### config.mk
export PLATFORM = sky130hd
export DESIGN_NAME = button_click_value_selector
export DESIGN_NICKNAME = d
export VERILOG_FILES = /design/src/rtl/bcvs_pkg.sv /design/src/rtl/bcvs_step.sv /design/src/rtl/button_click_value_selector.sv
export SDC_FILE = /design/constraint.sdc
export NUM_CORES = 1
export LEC_CHECK = 0
export ABC_CLOCK_PERIOD_IN_PS = 15350
export BUFFER_PORTS_ARGS = -buffer_cell sky130_fd_sc_hd__buf_2
export CAP_MARGIN = 5
export CELL_PAD_IN_SITES_DETAIL_PLACEMENT = 0
export CELL_PAD_IN_SITES_GLOBAL_PLACEMENT = 1
export CORE_ASPECT_RATIO = 1.1
export CORE_MARGIN = 2
export CORE_UTILIZATION = 38
export CTS_CLUSTER_DIAMETER = 200
export DETAILED_ROUTE_END_ITERATION = 7
export PLACE_DENSITY_LB_ADDON = 0.2
export SYNTH_ARGS = -nofsm -noshare
export SYNTH_HDL_FRONTEND = slang
export SYNTH_SLANG_ARGS = --single-unit
### constraint.sdc
create_clock -name aclk -period 15.35 [get_ports aclk]
set_clock_uncertainty 0.1 [all_clocks]
set_input_delay 2.3025 -clock aclk [delete_from_list [all_inputs] [get_ports aclk]]
set_output_delay 2.3025 -clock aclk [all_outputs]
set_load 0.03 [all_outputs]
### src/rtl/bcvs_pkg.sv
// ============================================================================
// bcvs_pkg
// Types and constants shared by the button click value selector modules.
// ============================================================================
`default_nettype none

package bcvs_pkg;

    localparam int TIME_W  = 32;
    localparam int VALUE_W = 16;
    localparam int CFG_W   = 16;
    localparam int INDEX_W = 8;

    localparam logic [CFG_W-1:0] DEBOUNCE_RESET     = CFG_W'(200);
    localparam logic [CFG_W-1:0] DOUBLE_CLICK_RESET = CFG_W'(300);

    // Configuration register indexes.
    localparam logic [INDEX_W-1:0] REG_DEBOUNCE     = INDEX_W'(0);
    localparam logic [INDEX_W-1:0] REG_DOUBLE_CLICK = INDEX_W'(1);

    typedef enum logic [1:0] {
        STEP_NONE = 2'd0,
        STEP_INC  = 2'd1,
        STEP_DEC  = 2'd2
    } step_t;

    typedef struct packed {
        logic [TIME_W-1:0] time_ms;
        logic              up_low;
        logic              mode_low;
        logic              enter_low;
    } item_t;

    typedef struct packed {
        logic               side_select;
        logic [VALUE_W-1:0] left_count;
        logic [VALUE_W-1:0] right_count;
        logic [TIME_W-1:0]  up_accept_time;
        logic [TIME_W-1:0]  up_first_press_time;
        logic [TIME_W-1:0]  mode_accept_time;
        logic [TIME_W-1:0]  enter_accept_time;
        logic               click_armed;
        logic               double_seen;
    } state_t;

    typedef struct packed {
        logic                      side;
        logic signed [VALUE_W-1:0] side_value;
        step_t                     value_step;
        logic                      side_toggled;
        logic                      saved;
        logic                      saved_side;
        logic signed [VALUE_W-1:0] saved_value;
    } result_t;

endpackage

`default_nettype wire

### src/rtl/bcvs_step.sv
// ============================================================================
// bcvs_step
// Combinational handling of one poll: mode toggle, click detector, enter save.
// ============================================================================
`default_nettype none

module bcvs_step (
    input  wire bcvs_pkg::item_t              item,
    input  wire bcvs_pkg::state_t             state,
    input  wire [bcvs_pkg::CFG_W-1:0]         debounce_ms,
    input  wire [bcvs_pkg::CFG_W-1:0]         double_click_ms,
    output bcvs_pkg::state_t                  state_next,
    output bcvs_pkg::result_t                 result
);
    import bcvs_pkg::*;

    logic [TIME_W-1:0]  gap_mode;
    logic [TIME_W-1:0]  gap_up;
    logic [TIME_W-1:0]  gap_first;
    logic [TIME_W-1:0]  debounce_w;
    logic [TIME_W-1:0]  double_w;
    logic               mode_hit;
    logic               up_hit;
    logic               enter_hit;
    logic               in_window;
    logic               do_dec;
    logic               do_inc;
    logic               side_new;
    logic [VALUE_W-1:0] cur_value;
    logic [VALUE_W-1:0] stepped_value;
    logic [VALUE_W-1:0] final_value;

    always_comb begin
        debounce_w = {{(TIME_W-CFG_W){1'b0}}, debounce_ms};
        double_w   = {{(TIME_W-CFG_W){1'b0}}, double_click_ms};

        gap_mode  = item.time_ms - state.mode_accept_time;
        gap_up    = item.time_ms - state.up_accept_time;
        gap_first = item.time_ms - state.up_first_press_time;

        mode_hit  = item.mode_low && (gap_mode > debounce_w);
        up_hit    = item.up_low && (gap_up > debounce_w);
        enter_hit = item.enter_low && ((item.time_ms - state.enter_accept_time) > debounce_w);
        in_window = (gap_first <= double_w);

        // Second press inside the window counts down; a release after the
        // window with no double click counts up.
        do_dec = up_hit && state.click_armed && in_window;
        do_inc = !item.up_low && state.click_armed && !in_window && !state.double_seen;

        side_new  = state.side_select ^ mode_hit;
        cur_value = side_new ? state.right_count : state.left_count;

        if (do_dec) begin
            stepped_value = cur_value - VALUE_W'(1);
        end else if (do_inc) begin
            stepped_value = cur_value + VALUE_W'(1);
        end else begin
            stepped_value = cur_value;
        end
        final_value = enter_hit ? '0 : stepped_value;

        state_next             = state;
        state_next.side_select = side_new;
        if (side_new) begin
            state_next.right_count = final_value;
        end else begin
            state_next.left_count = final_value;
        end
        if (mode_hit) begin
            state_next.mode_accept_time = item.time_ms;
        end
        if (up_hit) begin
            state_next.up_accept_time = item.time_ms;
            if (!state.click_armed) begin
                state_next.up_first_press_time = item.time_ms;
            end
        end
        if (enter_hit) begin
            state_next.enter_accept_time = item.time_ms;
        end
        if (item.up_low) begin
            if (up_hit && !state.click_armed) begin
                state_next.click_armed = 1'b1;
            end else if (do_dec) begin
                state_next.click_armed = 1'b0;
            end
            state_next.double_seen = state.double_seen | do_dec;
        end else begin
            if (do_inc) begin
                state_next.click_armed = 1'b0;
            end
            state_next.double_seen = 1'b0;
        end

        result.side         = side_new;
        result.side_value   = final_value;
        result.value_step   = do_dec ? STEP_DEC : (do_inc ? STEP_INC : STEP_NONE);
        result.side_toggled = mode_hit;
        result.saved        = enter_hit;
        result.saved_side   = enter_hit & side_new;
        result.saved_value  = enter_hit ? stepped_value : '0;
    end

endmodule

`default_nettype wire

### src/rtl/button_click_value_selector.sv
// ============================================================================
// button_click_value_selector
// Debounced mode/up/enter button handling with single and double click
// detection on the up button, one result item per poll item.
// ============================================================================
// Each input item is one poll: a free-running millisecond timestamp and the
// three active-low button levels. The poll is captured in an input register,
// handled in a single pass of short logic (mode toggles the side, up runs the
// click detector on the current side's value, enter saves and clears it) and
// the result item is written to an output register. One item is accepted per
// clock cycle unless both registers are full and the output is stalled. The
// step logic makes one state update per poll, and the output register lets a
// new poll enter while a finished result still waits to be taken. The two
// configuration registers (debounce gap and double-click window) should be
// written only while no poll is in flight.
`default_nettype none

module button_click_value_selector (
    input  wire                            aclk,
    input  wire                            aresetn,
    // Poll items. s_tdata fields from bit 0: time_ms[31:0], up_low, mode_low,
    // enter_low, then zero fill to 40 bits.
    input  wire                            s_tvalid,
    output logic                           s_tready,
    input  wire [39:0]                     s_tdata,
    // Result items. m_tdata fields from bit 0: side, side_value[15:0],
    // value_step[1:0], side_toggled, saved, saved_side, saved_value[15:0],
    // then zero fill to 40 bits.
    output logic                           m_tvalid,
    input  wire                            m_tready,
    output logic [39:0]                    m_tdata,
    // Configuration writes: index 0 debounce_ms, index 1 double_click_ms.
    input  wire                            cfg_valid,
    output logic                           cfg_ready,
    input  wire [bcvs_pkg::INDEX_W-1:0]    cfg_index,
    input  wire [bcvs_pkg::CFG_W-1:0]      cfg_data
);
    import bcvs_pkg::*;

    logic             in_valid_reg;
    item_t            in_item_reg;
    logic             out_valid_reg;
    result_t          out_result_reg;
    state_t           state_reg;
    state_t           state_next;
    result_t          result_next;
    logic [CFG_W-1:0] debounce_reg;
    logic [CFG_W-1:0] double_click_reg;
    logic             out_free;
    logic             advance;

    // The output register is free when empty or being drained this cycle.
    assign out_free  = !out_valid_reg || m_tready;
    assign advance   = in_valid_reg && out_free;
    assign s_tready  = !in_valid_reg || out_free;
    assign cfg_ready = 1'b1;
    assign m_tvalid  = out_valid_reg;
    assign m_tdata   = {2'b00,
                        out_result_reg.saved_value,
                        out_result_reg.saved_side,
                        out_result_reg.saved,
                        out_result_reg.side_toggled,
                        out_result_reg.value_step,
                        out_result_reg.side_value,
                        out_result_reg.side};

    bcvs_step u_step (
        .item            (in_item_reg),
        .state           (state_reg),
        .debounce_ms     (debounce_reg),
        .double_click_ms (double_click_reg),
        .state_next      (state_next),
        .result          (result_next)
    );

    // Configuration registers; indexes beyond the list are ignored.
    always_ff @(posedge aclk) begin
        if (!aresetn) begin
            debounce_reg     <= DEBOUNCE_RESET;
            double_click_reg <= DOUBLE_CLICK_RESET;
        end else if (cfg_valid) begin
            unique case (cfg_index)
                REG_DEBOUNCE:     debounce_reg     <= cfg_data;
                REG_DOUBLE_CLICK: double_click_reg <= cfg_data;
                default: ;
            endcase
        end
    end

    // Input stage: takes a new poll whenever it is empty or moving on.
    always_ff @(posedge aclk) begin
        if (!aresetn) begin
            in_valid_reg <= 1'b0;
        end else if (s_tready) begin
            in_valid_reg <= s_tvalid;
        end
    end

    always_ff @(posedge aclk) begin
        if (s_tready && s_tvalid) begin
            in_item_reg.time_ms   <= s_tdata[31:0];
            in_item_reg.up_low    <= s_tdata[32];
            in_item_reg.mode_low  <= s_tdata[33];
            in_item_reg.enter_low <= s_tdata[34];
        end
    end

    // Block state moves on exactly when a poll passes into the output stage.
    always_ff @(posedge aclk) begin
        if (!aresetn) begin
            state_reg <= '0;
        end else if (advance) begin
            state_reg <= state_next;
        end
    end

    always_ff @(posedge aclk) begin
        if (!aresetn) begin
            out_valid_reg <= 1'b0;
        end else if (out_free) begin
            out_valid_reg <= in_valid_reg;
        end
    end

    always_ff @(posedge aclk) begin
        if (advance) begin
            out_result_reg <= result_next;
        end
    end

    // A saved side is always cleared, so its value reads zero afterwards.
    assert property (@(posedge aclk) disable iff (!aresetn)
        (m_tvalid && out_result_reg.saved) |-> (out_result_reg.side_value == '0)
                                            && (out_result_reg.saved_side == out_result_reg.side))
        else $error("saved side not cleared");

    // Without a save the saved fields are zero.
    assert property (@(posedge aclk) disable iff (!aresetn)
        (m_tvalid && !out_result_reg.saved) |-> (out_result_reg.saved_value == '0)
                                             && !out_result_reg.saved_side)
        else $error("saved fields set without a save");

    // Back-pressure on the input only when both stages are full and stalled.
    assert property (@(posedge aclk) disable iff (!aresetn)
        !s_tready |-> (m_tvalid && !m_tready && in_valid_reg))
        else $error("input stalled without output back-pressure");

    // A stalled result with a waiting poll must not change the block state.
    assert property (@(posedge aclk) disable iff (!aresetn)
        (m_tvalid && !m_tready) |=> $stable(state_reg))
        else $error("state changed while output stalled");

endmodule

`default_nettype wire

Yosys cells after proc, flatten, opt, wreduce, memory -nomap -nowiden
Index checks and enable logic that the tools add are counted.
{ "classes": {"muxes": 9, "bitwise_logic": 5, "eq_ne": 2, "order_cmp": 4, "add_sub_neg": 6, "reduce_logical": 30} }
{ "ops": {"columns": ["cell", "count"], "rows": [
  ["$sub 32x32->32", 4],
  ["$gt 32x16->1", 3],
  ["$mux 16", 4],
  ["$le 32x16->1", 1],
  ["$add 16x1->16 const B", 1],
  ["$sub 16x1->16 const B", 1],
  ["$reduce_and 2->1", 7],
  ["$logic_and 1x1->1", 11],
  ["$eq 8x1->1 const B", 1],
  ["$logic_not 8->1", 1],
  ["$logic_not 1->1", 6],
  ["$reduce_and 3->1", 2],
  ["$mux 1", 4],
  ["$ne 3x1->1 const B", 1],
  ["$logic_or 1x1->1", 2],
  ["$mux 2", 1],
  ["$not 1->1", 2],
  ["$reduce_bool 2->1", 1],
  ["$and 1x1->1", 1],
  ["$or 1x1->1", 1],
  ["$xor 1x1->1", 1]
]} }
{ "word_totals": {"reg_bits": 270, "word_cells": 80} }

Longest topological paths before layout
Gate-level depths: netlist of run 1.
{ "depth": {"word_depth": 9, "ltp_mapped": 30} }

Hierarchy
A second synthesis of run 1 with hierarchy kept.
{ "unflattened": {"cells_unflattened": 3193, "area_unflattened_um2": 23739.0} }
{ "by_module_without_submodules": {"columns": ["module", "area_per_inst_um2", "cells_each", "n_inst", "seq_area_each_um2"], "rows": [
  ["bcvs_step", 14074.7, 2226, 1, 0.0],
  ["button_click_value_selector", 9664.3, 967, 1, 6135.9]
]} }

Worst setup path after synthesis of run 1
OpenSTA, ideal clock, no wires.
{ "synth_path": {"path_kind": "flip-flop to flip-flop", "start": "reg in_item_reg[4] (netlist name)", "end": "reg state_reg[148] (netlist name)", "required_time_ns": 15.179, "period_less_slack_ns": 6.411, "n_path_buf": 2, "path_stages_with_launch": 30, "setup_ns": 0.071, "setup_slack_ns": 8.939, "arrival_ns": 6.240, "cell_sequence": "edfxtp_1 > ha_1 > nor2b_1 > o2111ai_1 > nand2_1 > a21o_1 > a21o_1 > a21oi_1 > o21bai_1 > xor2_1 > ha_1 > nand4_1 > nor2_1 > a221o_1 > o31a_1 > a311o_1 > a2111oi_2 > nand4_2 > o21a_2 > nor3_4 > buf_6 > mux2i_1 > inv_1 > ha_1 > and4_1 > buf_1 > a21oi_1 > xnor2_1 > or3_1 > a21oi_1"} }
{ "synth_between": {"elab_chain_len": 9, "elab_cells_between_ends": 25} }
{ "synth_lines": {"columns": ["item", "line_no", "rtl"], "rows": [
  ["start, declared", "button_click_value_selector.sv:41", "item_t in_item_reg;"],
  ["$sub 32x32->32", "bcvs_step.sv:37", "gap_mode = item.time_ms - state.mode_accept_time;"],
  ["$gt 32x16->1", "bcvs_step.sv:41", "mode_hit = item.mode_low && (gap_mode > debounce_w);"],
  ["$logic_and 1x1->1", "bcvs_step.sv:41", null],
  ["$xor 1x1->1", "bcvs_step.sv:51", "side_new = state.side_select ^ mode_hit;"],
  ["$mux 16", "bcvs_step.sv:52", "cur_value = side_new ? state.right_count : state.left_count;"],
  ["$add 16x1->16", "bcvs_step.sv:57", "stepped_value = cur_value + VALUE_W'(1);"],
  ["$mux 16", "bcvs_step.sv:56", "end else if (do_inc) begin"],
  ["$mux 16", "bcvs_step.sv:54", "if (do_dec) begin"],
  ["$mux 16", "bcvs_step.sv:61", "final_value = enter_hit ? '0 : stepped_value;"],
  ["end signal, assigned", "button_click_value_selector.sv:113", "state_reg <= state_next;"],
  ["end, declared", "button_click_value_selector.sv:44", "state_t state_reg;"]
]} }
Several ways; a longest one is shown, not always the timed one.
A chain may end at the register's enable or synchronous reset.

Final worst setup path of run 1
{ "layout_path": {"start": "reg in_item_reg[4] (netlist name)", "end": "reg state_reg[22] (netlist name)"} }
{ "layout_between": {"elab_chain_len": 4} }
{ "layout_lines": {"columns": ["item", "line_no", "rtl"], "rows": [
  ["$sub 32x32->32", "bcvs_step.sv:43", "enter_hit = item.enter_low && ((item.time_ms - state.enter_accept_time) > debounce_w);"],
  ["$gt 32x16->1", "bcvs_step.sv:43", null],
  ["$logic_and 1x1->1", "bcvs_step.sv:43", null],
  ["$reduce_and 2->1 (no source line)", null, null]
]} }
Every way passes these cells.

==> impl_metrics.py, run 1 <==
metrics = {
    "worst_setup_path": {
        "worstSetupPathType": "reg -> reg",
        "critPathMaxStageDelay_ps": 760,
        "crit_slowest_cell": "edfxtp_1",
        "cp-end-kind": "flop",
        "cp_max_fo": 32,
        "cp-start-kind": "flop",
        "crit_arrival_ps": 7960,
        "worstPathRequired_ps": 15640,
        "cp_common_cell": "buf_4",
    },
    "place": {
        "pre_cts_slack_ps": 7550,
        "io_buffers": 103,
        "dp_hpwl_microns": 44100,
        "gp_congestion": 0.919,
    },
    "power": {
        "leakage_nw": 8.74,
        "ir_drop_mv": 0.0634,
        "p_per_area_nw_per_um2": 92.3,
    },
    "synth": {
        "synth_mux_area_share_pct": 8.65,
        "yosysTopAreaCell": "dfxtp_1",
        "synthesis.yosys.warnings": 0,
        "synth_area_leaders": "dfxtp_1, ha_1, edfxtp_1, mux2i_1, nor2_1",
        "yosys.area.top_type_share_pct": 19.7,
        "yosysSeqAreaShare_pct": 30.6,
        "synth_compound_area_share_pct": 19.5,
        "postSynthCellCount": 2442,
        "ys.flop_type": "dfxtp_1",
        "yosys-top-cells-count": "nor2_1, inv_1, a21oi_1",
        "yosysMostFrequentCell": "nor2_1",
        "synth_edf_count": 73,
        "ys_types": 89,
        "netlist_area_sq_um": 20100,
        "ys_ff_latch": 270,
        "syn_avg_cell_area_sq_um": 8.22,
        "synthAdderAreaFrac_pct": 12.2,
        "synth_top_family_by_area": "compound AO/OA/AOI/OAI gates",
        "synth_xor_area_share_pct": 4.15,
        "synth_simple_gate_area_share_pct": 18.7,
        "ys_async_sr_fraction_pct": 0,
    },
    "drt": {
        "wl_per_cell_microns": 17.9,
        "drc": 0,
        "drt_wl_total_microns": 57200,
        "ant_nets": 0,
        "drtPass1Iterations": 7,
        "routed_via_density": 5.48,
        "drt-initial-drc-count": 856,
        "vias": 17500,
    },
    "floorplanning": {
        "core_sq_um": 52300,
        "die_area_sq_um": 54700,
        "die_w_microns": 223,
        "ios": 112,
        "start_util_pct": 38.4,
        "dieHeight_microns": 245,
        "rows": 88,
    },
    "sta": {
        "setup_tns_ps": 0,
        "rsz0062_at_grt": "no",
        "worstMarginPinSlew_ps": 1130,
        "fmax_ghz": 0.130,
        "setup_viol": 0,
        "report.final.slew_viol_count": 0,
        "setup_ws_ps": 7680,
        "hold_viol": 0,
        "slew_headroom_pct": 24.8,
        "post-route-period-util_pct": 50.0,
        "period_needed_ps": 7670,
    },
    "clock_network": {
        "cts_sinks": 270,
        "path_clk_slew_ps": 60,
        "htree_levels": 2,
        "cts_tree": "done",
        "clock_path_buffers": 3,
        "ctsHoldBuffers": 0,
        "post-cts-setup-buffers": 0,
        "clock_latency_ps": 570,
        "cts_made_buffers": 35,
        "root_buffer": "clkbuf_16",
        "postCtsResizedCells": 0,
    },
    "job": {
        "max_cap_violations": 0,
    },
    "hold_path": {
        "hp-class": "reg -> reg",
    },
    "global_routing": {
        "grt_antenna_before_repair": 0,
        "grt_pass1_wl_microns": 91000,
        "grtUsageTotal_pct": 20.8,
        "grt_pass1_vias": 17300,
        "grt_max_degree": 93,
        "overflow": 0,
    },
    "finish": {
        "largest_reg_flops": 163,
        "layout-drive-gt1-share_pct": 8.38,
        "antenna_cells": 0,
        "areaGrowthSynthToFinish_pct": 10.6,
        "nNetsFinal": 2755,
    },
    "status": {
        "status": "complete, no violations",
    },
}
[report_power, final]
| group | switching [mW] | internal (mW) |
|---|---|---|
| clock network | 0.330 | 0.469 |
| registers | 0.0199 | 0.754 |
| logic | 0.290 | 0.186 |
[worst max-delay path, delay by kind of cell, from the launching register on]
kind,cells,cell delay (ps)
AO/OA/AOI/OAI,10,2580
XOR/XNOR,1,150
adder cells (fa/ha/maj),2,620
buffers and inverters,4,1240
flip-flops,1,760
multiplexers,1,260
AND/OR/NAND/NOR,9,1700
[worst paths after layout]
kind                                from                     endpoint  slack (ps)  depth (start not counted)
min reg2reg  state_reg[143]$_SDFFE_PN0P_  state_reg[143]$_SDFFE_PN0P_         370                          2
min          state_reg[143]$_SDFFE_PN0P_  state_reg[143]$_SDFFE_PN0P_         370                          2
max             in_item_reg[4]$_DFFE_PP_   state_reg[22]$_SDFFE_PN0P_        7680                         27
max reg2reg     in_item_reg[4]$_DFFE_PP_   state_reg[22]$_SDFFE_PN0P_        7680                         27
[per-layer routing]
layer,vias to the layer above,wire [microns],global-route usage [%]
met3,90,1950,2.49
met1,8200,25500,25.5
met2,343,28000,37.5
met4,0,1690,6.89
li1,8877,-,-
met5,-,0,0
[per-stage QoR]
stage	instance area [sq um]	hold slack [ps]	utilization, %	power [mW]	std cells
final	22200	369	42.4	2.05	3193
after global placement	21100	355	40.3	1.26	3130
after global routing	22200	401	42.4	2.17	3193
after CTS	22200	366	42.4	2.08	3193
after floorplan	20100	337	-	1.14	2443
after detailed placement	21100	358	40.3	1.26	3130
[placed cells by master (no fill, tap or decap), drive strengths merged, types with 8 or more instances in the layout]
cell | Yosys | routed
nor2 | 348 | 348
inv | 206 | 208
a21oi | 202 | 202
dfxtp | 197 | 197
ha | 190 | 190
nand2 | 168 | 168
mux2i | 155 | 155
buf | 35 | 116
o21ai | 91 | 91
edfxtp | 73 | 73
xnor2 | 59 | 59
nor3 | 49 | 49
clkbuf | 69 | 49
a21o | 45 | 45
nand3 | 42 | 42
nand4 | 40 | 40
xor2 | 36 | 36
o21a | 30 | 30
a211oi | 24 | 24
o211ai | 23 | 23
and3 | 23 | 23
or3 | 21 | 21
nor2b | 19 | 19
a31oi | 19 | 19
nand2b | 18 | 18
nor4 | 18 | 18
and4 | 16 | 16
o21bai | 15 | 15
mux2 | 15 | 15
o31a | 12 | 12
o2111ai | 12 | 12
o22ai | 12 | 12
and2 | 12 | 12
a221oi | 11 | 11
a311oi | 10 | 10
nor4b | 9 | 9
clkinv | 0 | 9
a211o | 8 | 8
[cells by family after synthesis]
group | after synthesis
muxes | 170
DFF | 270
other | 2
adders and majority gates | 194
and+or+nand+nor | 805
buffers and inverters | 310
AOI/OAI and AO/OA | 596
xor gates and xnor gates | 95
[cell type report]
class	instances	area [sq um]
sequential	270	6140
multi-input combinational	1863	12700
clock inverter	14	115
clock buffer	49	990
timing repair buffer	116	613
fill	5283	30100
tap	675	845
inverter	206	781
Power figures use the tool's default switching activity.
==> inputs of run 2 (changes only) <==
- ABC_CLOCK_PERIOD_IN_PS: 15350 -> 6800
- clock period: 15.35 -> 6.8 ns (I/O delays scaled with it)
==> run 2 against run 1 <==
Setup slack got worse by 7300 ps. Cell count increased by 1.9%. Clock power grew 140%. Global-route usage rose by 0.52 points. Sequential share of layout area shrank 0.88 points. Clock-buffer cell count shrank 2. Power is 130% higher. Fmax rose by 20%. Largest cell class unchanged.
==> impl_metrics.py, run 2 (synthesized netlist as in run 1, its figures left out) <==
metrics = {
    "drt": {
        "drtPass1Iterations": 5,
        "wl_per_cell_microns": 18.2,
        "drt-initial-drc-count": 916,
        "vias": 17900,
        "routed_via_density": 5.49,
        "drt_wl_total_microns": 59200,
        "ant_nets": 0,
        "drc": 0,
    },
    "worst_setup_path": {
        "worstPathRequired_ps": 7180,
        "cp-start-kind": "flop",
        "crit_arrival_ps": 6770,
        "cp_common_cell": "a21oi_1",
        "reg2reg_depth": 25,
        "worstSetupPathType": "reg -> reg",
        "cp_max_fo": 10,
        "crit_slowest_cell": "a221oi_1",
        "critPathMaxStageDelay_ps": 540,
        "cp-end-kind": "flop",
    },
    "clock_network": {
        "cts_tree": "done",
        "root_buffer": "clkbuf_16",
        "cts_made_buffers": 35,
        "clock_latency_ps": 560,
        "htree_levels": 2,
        "clock_path_buffers": 3,
        "cts_sinks": 270,
        "path_clk_slew_ps": 60,
        "ctsHoldBuffers": 0,
    },
    "global_routing": {
        "grt_antenna_before_repair": 0,
        "grtUsageTotal_pct": 21.3,
        "overflow": 0,
        "grt_max_degree": 101,
        "grt_pass1_wl_microns": 92800,
        "grt_pass1_vias": 17400,
    },
    "hold_path": {
        "hp-class": "reg -> reg",
        "hold_depth": 2,
    },
    "floorplanning": {
        "die_w_microns": 223,
        "start_util_pct": 38.4,
        "ios": 112,
        "core_sq_um": 52300,
        "rows": 88,
        "die_area_sq_um": 54700,
        "dieHeight_microns": 245,
    },
    "finish": {
        "antenna_cells": 0,
        "layout-drive-gt1-share_pct": 11.5,
        "nNetsFinal": 2817,
        "areaGrowthSynthToFinish_pct": 14.2,
        "layout_commonest_cell": "nor2_1",
        "largest_reg_flops": 163,
        "final_cell_mix": "nor2_1, inv_1, a21oi_1, dfxtp_1, ha_1",
        "utilization_pct": 43.8,
        "fillCellCount": 5240,
    },
    "sta": {
        "setup_tns_ps": 0,
        "fmax_ghz": 0.156,
        "rsz0062_at_grt": "no",
        "holdWs_ps": 364,
        "hold_viol": 0,
        "setup_ws_ps": 410,
        "worstMarginPinSlew_ps": 1130,
        "setup_viol": 0,
        "report.final.slew_viol_count": 0,
        "period_needed_ps": 6390,
        "post-route-period-util_pct": 94.0,
        "slew_headroom_pct": 24.5,
    },
    "power": {
        "ir_drop_mv": 0.177,
        "internal_power_mw": 3.30,
        "p_sw_mw": 1.46,
        "p_sw_share_pct": 30.7,
        "pwr-share-comb_pct": 23.8,
        "clock_power_share_pct": 39.7,
        "p_per_area_nw_per_um2": 208,
        "seqPwrFrac_pct": 36.5,
        "leakage_nw": 9.11,
    },
    "place": {
        "dp_hpwl_microns": 45400,
        "gp_congestion": 0.901,
        "pre_cts_slack_ps": 108,
        "io_buffers": 103,
    },
    "status": {
        "status": "complete, no violations",
    },
    "job": {
        "max_cap_violations": 0,
    },
}
[run 2: routing by layer]
| metal | vias to the layer above | routed length (microns) | track usage (%) |
|---|---|---|---|
| met5 | - | 0 | 0 |
| met4 | 0 | 1660 | 6.44 |
| met3 | 92 | 1840 | 2.50 |
| met2 | 326 | 28800 | 38.1 |
| met1 | 8460 | 27000 | 26.8 |
| li1 | 8988 | - | - |
[run 2: power groups by stage]
stage	clock [mW]	sequential [mW]	combinational, mW
4_1_cts	1.96	1.74	1.11
3_5_place_dp	0	1.77	1.11
6_report	1.89	1.74	1.13
5_1_grt	2.01	1.74	1.27
2_1_floorplan	0	1.78	0.796
3_3_place_gp	0	1.77	1.09
[run 2: critical path, delay by kind of cell (launching register included)]
kind	cells	cell delay, ps
XOR/XNOR	2	230
adder cells (fa/ha/maj)	3	930
AND/OR/NAND/NOR	5	1260
flip-flops	1	380
AO/OA/AOI/OAI	11	2910
buffers and inverters	4	510
[run 2: repair_timing]
action,in CTS,in global routing
setup endpoints to repair,0,94
setup buffers,0,7
resized for setup,0,33
[run 2: path summary, 6_finish.rpt]
path / endpoint / slack [ps] / start
worst max-delay path: state_reg[132]$_SDFFE_PN0P_ / 410 / in_item_reg[3]$_DFFE_PP_
worst min-delay path: state_reg[143]$_SDFFE_PN0P_ / 360 / state_reg[143]$_SDFFE_PN0P_
worst max register to register: state_reg[132]$_SDFFE_PN0P_ / 410 / in_item_reg[3]$_DFFE_PP_
worst min register to register: state_reg[143]$_SDFFE_PN0P_ / 360 / state_reg[143]$_SDFFE_PN0P_
[run 2: stage by stage]
stage | instance area [sq um] | instances | power [mW]
2_1_floorplan | 20100 | 2443 | 2.58
3_3_place_gp | 21500 | 3183 | 2.86
3_5_place_dp | 21500 | 3183 | 2.88
4_1_cts | 22700 | 3246 | 4.81
5_1_grt | 22900 | 3255 | 5.02
6_report | 22900 | 3255 | 4.76
[run 2: layout make-up]
type / instances / area, sq um / share of cell area, %
multi-input cells: 1863 / 12800 / 56.0
flip-flops and latches: 270 / 6140 / 26.8
repair buffers: 178 / 1140 / 4.98
clock buffers: 47 / 1000 / 4.38
well taps: 675 / 845 / 3.68
inverters: 206 / 795 / 3.47
clock inverters: 16 / 160 / 0.699
==> inputs of run 3 (changes only) <==
- SYNTH_HIERARCHICAL: not set -> 1
==> run 3 against run 2 <==
Sequential power barely moved. Die area rose by 18%. Combinational power rose by 29%. Clock-buffer cell count fell by 1.
==> impl_metrics.py, run 3 <==
metrics = {
    "sta": {
        "period_needed_ps": 6600,
        "slew_headroom_pct": 25.4,
        "post-route-period-util_pct": 97.0,
        "fmax_ghz": 0.152,
        "setup_viol": 0,
        "report.final.slew_viol_count": 0,
        "worstMarginPinSlew_ps": 1120,
        "hold_viol": 0,
        "rsz0062_at_grt": "yes",
    },
    "power": {
        "internal_power_mw": 3.40,
        "pwr-share-comb_pct": 28.2,
        "seqPwrFrac_pct": 33.7,
        "leakage_nw": 10.1,
        "power.total_mw": 5.16,
        "ir_drop_mv": 0.152,
        "p_sw_mw": 1.76,
        "p_sw_share_pct": 34.2,
        "p_per_area_nw_per_um2": 188,
        "clock_power_share_pct": 38.1,
    },
    "clock_network": {
        "htree_levels": 2,
        "path_clk_slew_ps": 60,
        "cts_tree": "done",
        "clock_path_buffers": 3,
        "root_buffer": "clkbuf_16",
        "clock_latency_ps": 570,
        "cts_made_buffers": 36,
        "cts_sinks": 270,
        "ctsHoldBuffers": 0,
    },
    "synth": {
        "synth_edf_count": 73,
        "postSynthCellCount": 3193,
        "ys_async_sr_fraction_pct": 0,
        "synthesis.yosys.warnings": 6,
        "synth_area_leaders": "dfxtp_1, ha_1, edfxtp_1, o21ai_0, a21oi_1",
        "ys_ff_latch": 270,
        "yosysSeqAreaShare_pct": 25.8,
        "yosys-top-cells-count": "o21ai_0, nand2_1, a21oi_1",
        "yosysMostFrequentCell": "o21ai_0",
        "yosysTopAreaCell": "dfxtp_1",
        "ys_types": 107,
        "netlist_area_sq_um": 23700,
        "syn_avg_cell_area_sq_um": 7.43,
        "yosys.area.top_type_share_pct": 16.6,
        "ys.flop_type": "dfxtp_1",
    },
    "worst_setup_path": {
        "cp-start-kind": "flop",
        "cp_max_fo": 31,
        "crit_arrival_ps": 6910,
        "worstSetupPathType": "reg -> reg",
        "cp_common_cell": "buf_4",
        "worstPathRequired_ps": 7120,
        "crit_buf_inv": 6,
        "crit_slowest_cell": "or4_4",
        "cp-end-kind": "flop",
        "path_delay_family": "compound AO/OA/AOI/OAI gates",
        "critPathMaxStageDelay_ps": 570,
    },
    "place": {
        "dp_hpwl_microns": 63100,
        "dpl.cell_count": 4089,
        "gp_congestion": 0.925,
        "io_buffers": 103,
    },
    "finish": {
        "multi_input_area_sq_um": 16300,
        "fillCellCount": 6167,
        "layout-drive-gt1-share_pct": 14.8,
        "largest_reg_flops": 163,
        "layout_commonest_cell": "o21ai_0",
        "regArea_sq_um": 6140,
        "antenna_cells": 0,
        "final_cells": 4168,
        "utilization_pct": 44.2,
        "nNetsFinal": 3570,
        "areaGrowthSynthToFinish_pct": 15.6,
        "final_cell_mix": "o21ai_0, nand2_1, a21oi_1, nand3_1, inv_1",
    },
    "drt": {
        "routed_via_density": 5.92,
        "drt_wl_total_microns": 87800,
        "wl_per_cell_microns": 21.1,
        "ant_nets": 0,
        "vias": 24700,
        "drc": 0,
        "drtPass1Iterations": 6,
        "drt-initial-drc-count": 1897,
    },
    "floorplanning": {
        "ios": 112,
        "rows": 96,
        "start_util_pct": 38.2,
        "core_sq_um": 62100,
        "die_area_sq_um": 64500,
        "die_w_microns": 242,
        "dieHeight_microns": 266,
    },
    "global_routing": {
        "grt_pass1_wl_microns": 135000,
        "grt_pass1_vias": 23600,
        "grtUsageTotal_pct": 26.3,
        "overflow": 0,
        "grt_max_degree": 165,
        "grt_antenna_before_repair": 0,
    },
    "hold_path": {
        "hp-class": "reg -> reg",
    },
    "job": {
        "max_cap_violations": 0,
    },
    "status": {
        "status": "complete, no violations",
    },
}
## run 3: cell count changes in the layout (fill, tap and decap cells not counted), moves of 16 or more
cell	before	now
o21ai_0	82	391
nor2_1	345	148
nand3_1	42	227
nand2_1	167	331
a21oi_1	199	317
buf_4	70	173
mux2i_1	153	69
o31ai_1	6	24
o21ai_1	9	25
## run 3: logic make-up after synthesis
family	after synthesis	share of synthesized area (%)
AOI/OAI and AO/OA	1105	28.3
xor gates and xnor gates	86	3.25
adders and majority gates	194	10.4
buffers and inverters	430	7.24
DFF	270	25.8
muxes	99	4.36
other	2	0.0316
and+or+nand+nor	1007	20.7
## run 3: cell type report
| class | instances | area share (%) |
|---|---|---|
| multi-input combinational | 2494 | 59.3 |
| sequential | 270 | 22.4 |
| timing repair buffer | 285 | 7.16 |
| tap | 833 | 3.80 |
| clock buffer | 46 | 3.65 |
| inverter | 220 | 3.04 |
| clock inverter | 20 | 0.702 |
## run 3: worst min-delay path: stages, from the launching register on
cell and delay, ps:
dfxtp_1 310, nand2_1 50, mux2i_1 50
## run 3: per-stage QoR
| stage | setup TNS (ps) | hold WS [ps] | worst slack [ps] | cell area, sq um |
|---|---|---|---|---|
| floorplan | 0 | 335 | 643 | 23700 |
| global placement | -59.3 | 345 | -41.6 | 25800 |
| detailed placement | -419 | 350 | -83.5 | 25800 |
| CTS | 0 | 360 | 21.9 | 27000 |
| global route | -492 | 380 | -82.1 | 27400 |
| finish | 0 | 358 | 202 | 27400 |
## run 3: worst paths after layout
kind                            cells past startpoint                           endpoint  slack [ps]                              start
worst max-delay path                               28        state_reg[154]$_SDFFE_PN0P_         200           in_item_reg[4]$_DFFE_PP_
worst min-delay path                                2  double_click_reg[13]$_SDFFE_PN0P_         360  double_click_reg[13]$_SDFFE_PN0P_
worst max register to register                     28        state_reg[154]$_SDFFE_PN0P_         200           in_item_reg[4]$_DFFE_PP_
worst min register to register                      2  double_click_reg[13]$_SDFFE_PN0P_         360  double_click_reg[13]$_SDFFE_PN0P_
## run 3: what timing repair did
item | 4_1_cts | 5_1_grt
pin swaps | 1 | 41
gates resized for setup | 6 | 75
endpoints found under the setup margin | 25 | 101
buffers inserted | 4 | 9
## run 3: power by group through the flow
stage | clock (mW) | combinational, mW | sequential, mW
2_1_floorplan | 0 | 0.945 | 1.78
3_3_place_gp | 0 | 1.37 | 1.77
3_5_place_dp | 0 | 1.40 | 1.77
4_1_cts | 2.03 | 1.41 | 1.74
5_1_grt | 2.08 | 1.60 | 1.74
6_report | 1.97 | 1.46 | 1.74
## run 3: metal layers
layer / vias to the layer above / global-route usage [%] / wire (microns)
met3: 137 / 2.54 / 3610
li1: 11900 / - / -
met1: 12000 / 33.0 / 38400
met4: 0 / 8.04 / 2440
met2: 653 / 47.3 / 43400
met5: - / 0 / 0
